<file path="src/rtl/core/eotq_pkg.sv">
// shared types, codes and widths for the expiry ordered timer queue
package eotq_pkg;

    localparam int SLOTS_DEF = 64;

    localparam int MODE_W  = 2;
    localparam int KIND_W  = 2;
    localparam int ID_W    = 32;
    localparam int OWNER_W = 32;
    localparam int DELAY_W = 32;
    localparam int TIME_W  = 48;

    localparam logic [MODE_W-1:0] MODE_CREATE = 2'd0;
    localparam logic [MODE_W-1:0] MODE_CANCEL = 2'd1;
    localparam logic [MODE_W-1:0] MODE_TICK   = 2'd2;

    localparam logic [KIND_W-1:0] KIND_CREATED  = 2'd0;
    localparam logic [KIND_W-1:0] KIND_FIRED    = 2'd1;
    localparam logic [KIND_W-1:0] KIND_REJECTED = 2'd2;

    localparam logic [TIME_W-1:0] TIME_MAX = {TIME_W{1'b1}};
    localparam logic [ID_W-1:0]   ID_FIRST = 32'd1;

    typedef struct packed {
        logic [TIME_W-1:0]  expiry;
        logic [ID_W-1:0]    ident;
        logic [OWNER_W-1:0] owner;
    } entry_t;

    typedef enum logic [2:0] {
        ST_IDLE,
        ST_CREATE,
        ST_CAN_SCAN,
        ST_CAN_DRAIN,
        ST_TICK,
        ST_PASS_SCAN,
        ST_PASS_DRAIN,
        ST_PASS_END
    } state_t;

    typedef struct packed {
        logic load_item;
        logic scan_start;
        logic scan_issue;
        logic tick_advance;
        logic do_create;
        logic pass_commit;
        logic pass_finish;
    } ctl_cmd_t;

    typedef struct packed {
        logic [MODE_W-1:0] req_mode;
        logic              out_free;
        logic              scan_last;
        logic              best_found;
        logic              hold_valid;
    } dp_status_t;

endpackage

</file>
<file path="src/rtl/core/eotq_ctrl.sv">
// sequencer for create, cancel sweep and tick firing passes
module eotq_ctrl import eotq_pkg::*; (
    input  logic       clk,
    input  logic       rst_n,
    input  logic       req_valid,
    output logic       req_ready,
    input  dp_status_t st,
    output ctl_cmd_t   cmd
);

    state_t state_reg;
    state_t state_next;
    logic   accept;

    assign accept = req_valid && req_ready;

    always_ff @(posedge clk or negedge rst_n)
    begin
        if (!rst_n)
        begin
            state_reg <= ST_IDLE;
        end
        else
        begin
            state_reg <= state_next;
        end
    end

    always_comb
    begin
        state_next = state_reg;
        case (state_reg)
            ST_IDLE:
            begin
                if (accept)
                begin
                    case (st.req_mode)
                        MODE_CREATE: state_next = ST_CREATE;
                        MODE_CANCEL: state_next = ST_CAN_SCAN;
                        MODE_TICK:   state_next = ST_TICK;
                        default:     state_next = ST_IDLE;
                    endcase
                end
            end
            ST_CREATE:
            begin
                if (st.out_free)
                begin
                    state_next = ST_IDLE;
                end
            end
            ST_CAN_SCAN:
            begin
                if (st.scan_last)
                begin
                    state_next = ST_CAN_DRAIN;
                end
            end
            ST_CAN_DRAIN:
            begin
                state_next = ST_IDLE;
            end
            ST_TICK:
            begin
                state_next = ST_PASS_SCAN;
            end
            ST_PASS_SCAN:
            begin
                if (st.scan_last)
                begin
                    state_next = ST_PASS_DRAIN;
                end
            end
            ST_PASS_DRAIN:
            begin
                state_next = ST_PASS_END;
            end
            ST_PASS_END:
            begin
                if (st.best_found)
                begin
                    if (!st.hold_valid || st.out_free)
                    begin
                        state_next = ST_PASS_SCAN;
                    end
                end
                else if (!st.hold_valid || st.out_free)
                begin
                    state_next = ST_IDLE;
                end
            end
            default:
            begin
                state_next = ST_IDLE;
            end
        endcase
    end

    always_comb
    begin
        cmd       = '0;
        req_ready = 1'b0;
        case (state_reg)
            ST_IDLE:
            begin
                req_ready      = 1'b1;
                cmd.load_item  = accept;
                cmd.scan_start = accept;
            end
            ST_CREATE:
            begin
                cmd.do_create = st.out_free;
            end
            ST_CAN_SCAN, ST_PASS_SCAN:
            begin
                cmd.scan_issue = 1'b1;
            end
            ST_TICK:
            begin
                cmd.tick_advance = 1'b1;
                cmd.scan_start   = 1'b1;
            end
            ST_PASS_END:
            begin
                if (st.best_found)
                begin
                    cmd.pass_commit = !st.hold_valid || st.out_free;
                    cmd.scan_start  = !st.hold_valid || st.out_free;
                end
                else
                begin
                    cmd.pass_finish = st.hold_valid && st.out_free;
                end
            end
            default:
            begin
                cmd = '0;
            end
        endcase
    end

    // a held result must never be overwritten while the output register is busy
    a_commit_room: assert property (@(posedge clk) disable iff (!rst_n)
        cmd.pass_commit |-> (!st.hold_valid || st.out_free))
        else $error("commit while held result cannot move out");

    a_create_room: assert property (@(posedge clk) disable iff (!rst_n)
        cmd.do_create |-> st.out_free)
        else $error("create while output register busy");

    a_accept_only_idle: assert property (@(posedge clk) disable iff (!rst_n)
        cmd.load_item |=> state_reg != ST_PASS_END && state_reg != ST_PASS_DRAIN)
        else $error("accepted word jumped into a firing pass");

endmodule

</file>
<file path="config.mk">
export PLATFORM = sky130hd
export DESIGN_NAME = eotq_ctrl
export DESIGN_NICKNAME = d
export VERILOG_FILES = /design/src/rtl/core/eotq_pkg.sv /design/src/rtl/core/eotq_ctrl.sv
export SDC_FILE = /design/constraint.sdc
export NUM_CORES = 1
export LEC_CHECK = 0
export BUFFER_PORTS_ARGS = -buffer_cell sky130_fd_sc_hd__buf_2
export CAP_MARGIN = 25
export CELL_PAD_IN_SITES_DETAIL_PLACEMENT = 1
export CELL_PAD_IN_SITES_GLOBAL_PLACEMENT = 1
export CORE_AREA = 2 2 39 41
export DETAILED_ROUTE_END_ITERATION = 16
export DIE_AREA = 0 0 41 43
export PLACE_DENSITY_LB_ADDON = 0.1
export SKIP_LAST_GASP = 1
export SLEW_MARGIN = 20
export SYNTH_ARGS = -nofsm -noshare
export SYNTH_HDL_FRONTEND = slang
export SYNTH_SLANG_ARGS = --single-unit
export TNS_END_PERCENT = 1
</file>
<file path="constraint.sdc">
create_clock -name clk -period 2 [get_ports clk]
set_clock_uncertainty 0.2 [all_clocks]
set_input_delay 0.4 -clock clk [delete_from_list [all_inputs] [get_ports clk]]
set_output_delay 0.4 -clock clk [all_outputs]
set_load 0.05 [all_outputs]
</file>
# == After elaboration in Yosys (flattened, before gate mapping) ==
# Cells that the tools add are included.
# totals
regBits,3
inputBits,9
out_inout_bits,8
elab_cells,41
# classes
n_eq_ne,14
mux,18
n_reduce_logical,8
# ops
cell,n
case mux 3 bit (8 select lines),1
2-to-1 mux 3 bit,7
equality test 3 bit (second input constant),4
!= test 2 bit (second input constant),5
case mux 3 bit (3 select lines),1
2-to-1 mux 1 bit,7
equality test 3 x 2 -> 1 bit (second input constant),2
AND reduction 5 bit,1
equality test 3 x 1 -> 1 bit (second input constant),1
logical NOT 3 bit,1
case mux 1 bit (3 select lines),1
equality test 2 x 1 -> 1 bit (second input constant),1
equality test 2 bit (second input constant),1
logical AND 1 bit,2
logical NOT 2 bit,1
2-to-1 mux 2 bit,1
OR reduction 2 bit,1
logical NOT 1 bit,1
logical OR 1 bit,1

# == Logic depth before layout (Yosys ltp) ==
# depth
word_depth,5
mapped_depth,5
depth_no_buf,4

# == Worst setup path before layout ==
# Ideal clock, no wire load.
# synth_timing
path_kind,register to output
startpoint,register state_reg[0]
endpoint,output cmd[5] in the netlist's numbering
path_buffers,1
required_time_ns,1.400
slack_ns,-1.290
arrival_time_ns,2.690
path_stages_with_launch,5
path_cell_list,dfrtp_1 buf_4 nor3_1 and2_1 or3_1
# synth_rtl
item,line,rtl
from (decl),eotq_ctrl.sv:11,state_t state_reg;
from (signal assigned),eotq_ctrl.sv:25,state_reg <= state_next;
to (decl),eotq_ctrl.sv:8,output ctl_cmd_t cmd

==> flow_metrics.tcl <==
set metrics [dict create \
    n_antenna_cell 0 \
    grt_remaining_overflow 0 \
    peakVddDrop_uv 573.5 \
    area_delta_synth_final_pct 67.05 \
    clk_path_buf_depth 2 \
    cp_cell_sequence "nor3_4 -> and2_2 -> or3_4 -> buf_8" \
    io_pins 17 \
    status "finished with violations" \
    setup_viol 1 \
    synth.avg_cell_area_um2 7.775 \
    clkTransAtPathRegs_ns 0.04 \
    coreArea_mm2 0.001384 \
    synth_area_leader_cell "dfrtp_1" \
    drv_slew 0 \
    ys_types 19 \
    rows 14 \
    cts_tree "done" \
    totalPowerFinal_w 0.0009613 \
    period_minus_slack_ns 2.032 \
    p_leak_nw 0.2616 \
    instances_no_fill 83 \
    hpwlAfterDp_um 775.6 \
    vias 392 \
    relSlewSlack_pct 74.44 \
    first_pass_iters 3 \
    path_class "reg2out" \
    routed_wl_um 963 \
    drive_above_1_share_pct 58.21 \
    finalCritPeriodShare_pct 101.6 \
    grt_pass1_wl_um 1518 \
    start_util_pct 23.60 \
    synth_top_area_share_pct 22.99 \
    die-area_mm2 0.001763 \
    placed_cells 76 \
    cp.required_ns 1.40 \
    htreeDepth 1 \
    syn_area_um2 326.6 \
    critPathBufInv 1 \
    ys_seq_area_share_pct 22.99 \
    cp.arrival_ns 1.43 \
    grtUsageTotal_pct 12.90 \
    ant_nets 0 \
    die_w_um 41 \
    grt_max_degree 11 \
    crit_family "simple AND/OR/NAND/NOR gates" \
    worstSetupStartpointType "flip-flop" \
    finalNetCount 77 \
    finalWorstSetupSlack_ns -0.03209 \
    postLayoutCoreUtil_pct 39.42 \
    antenna_found_initial 0 \
    drt_iter0_markers 3 \
    largest_reg_flops 3 \
    slowest_stage "dfrtp_2" \
    final_hold_viol_count 0 \
    tightest_slew_ns 0.3827 \
    rsz0062_at_grt "true" \
    synth_area_leaders "dfrtp_1, mux2_1, nand2_1" \
    max_freq_mhz 492.1 \
    finalWeightedCongestion 0.6850 \
    cp-end-kind "primary output" \
    drcViolationCount 0 \
    numCtsBuffers 3 \
    path_max_fanout 6 \
    synthCells 42 \
    synth_nets 51 \
    die_h_um 43 \
    power_density_mw_per_mm2 1762 \
    grt_pass1_vias 394 \
    cts_sinks 3 \
    root_buffer "clkbuf_4" \
    max_stage_delay_ns 0.42 \
    tns_ns -0.03209 \
    wire_per_inst_um 11.60 \
    yosysWarnings 0 \
    clock_latency_ns 0.23 \
    viasPerCell 4.723 \
    holdCritPathClass "in2async" \
    io_buffers 16 \
    maxCapViolations 0 \
    synth_seq_cells 3 \
    failed_checks "negative setup slack" \
]
==> through the flow <==
| step | instance area, µm² | setup slack [ns] | hold slack [ns] |
|---|---|---|---|
| floorplan | 357.8 | -0.3368 | -0.09559 |
| global placement | 473.0 | 0.1141 | -0.0009974 |
| detailed placement | 473.0 | 0.08810 | -0.0004873 |
| CTS | 540.5 | -0.06190 | 0.2811 |
| global route | 545.5 | -0.09504 | 0.3007 |
| finish | 545.5 | -0.03209 | 0.2882 |
==> worst reg2reg max path, delay by kind of cell (launching register included) <==
kind                   cells  cell delay (ns)
AO/OA/AOI/OAI              2             0.35
buffers and inverters      1             0.15
flip-flops                 1             0.44
multiplexers               1             0.35
AND/OR/NAND/NOR            1             0.19
==> worst paths after layout <==
path / startpoint / endpoint / slack (ns) / cells after the start
min in group clk: st[1] / state_reg[0]$_DFFE_PN0P_ / 0.40 / 4
worst max register to register: state_reg[2]$_DFFE_PN0P_ / state_reg[1]$_DFFE_PN0P_ / 0.19 / 5
worst min-delay path: rst_n / state_reg[2]$_DFFE_PN0P_ / 0.29 / 2
worst min register to register: state_reg[0]$_DFFE_PN0P_ / state_reg[0]$_DFFE_PN0P_ / 0.50 / 2
max in group asynchronous: rst_n / state_reg[1]$_DFFE_PN0P_ / 1.19 / 2
worst max-delay path: state_reg[2]$_DFFE_PN0P_ / cmd[5] / -0.03 / 4
==> cells in the mapped netlist, drive strengths merged <==
cell type,n
nor2,2
o21bai,1
mux2i,1
o311ai,1
dfrtp,3
o211ai,1
nand2b,1
o21ai,4
and2,1
nor3b,3
nand4,1
a21oi,3
inv,2
nor3,2
mux2,3
buf,3
and3,2
nand2,7
or3,1
==> logic make-up after synthesis <==
family          share of synthesized area (%)
mux                                     13.41
simple gates                            32.57
buf+inv                                 9.196
flops                                   22.99
compound gates                          21.84
==> layout by cell type, fill, tap and decap left out, types with 3 or more instances in the layout <==
cell	instances
buf_2	15
buf_4	5
clkbuf_4	3
mux2_1	3
dfrtp_2	3
o21ai_0	4
nand2_1	7
==> layer usage <==
layer | vias to the layer above | routed length [µm] | global-route usage, %
met2 | 9 | 525 | 22.19
met4 | 0 | 0 | 6.000
met5 | - | 0 | 0
li1 | 199 | - | -
met1 | 184 | 392 | 13.68
met3 | 0 | 44 | 3.141
==> report_power, final <==
group / leakage, nW / switching (W) / internal, W
registers: 0.0313 / 0.0000460 / 0.0000970
logic: 0.215 / 0.000418 / 0.000293
clock network: 0.0150 / 0.0000323 / 0.0000748
==> area by class of cell <==
cell class	count	area (µm²)
multi-input cells	34	252.7
inverters	2	7.507
well taps	16	20.02
flip-flops and latches	3	78.83
fillers	178	838.3
clock buffers	4	26.28
repair buffers	24	160.2
==> repair_timing <==
item                                    4_1_cts  5_1_grt
resized for setup                             6        2
hold endpoints to repair                      3        0
buffers inserted                              2        0
hold buffers                                  1        0
pin swaps                                     1        1
endpoints found under the setup margin        3        4
No activity file was read; power rests on OpenSTA's default activity.
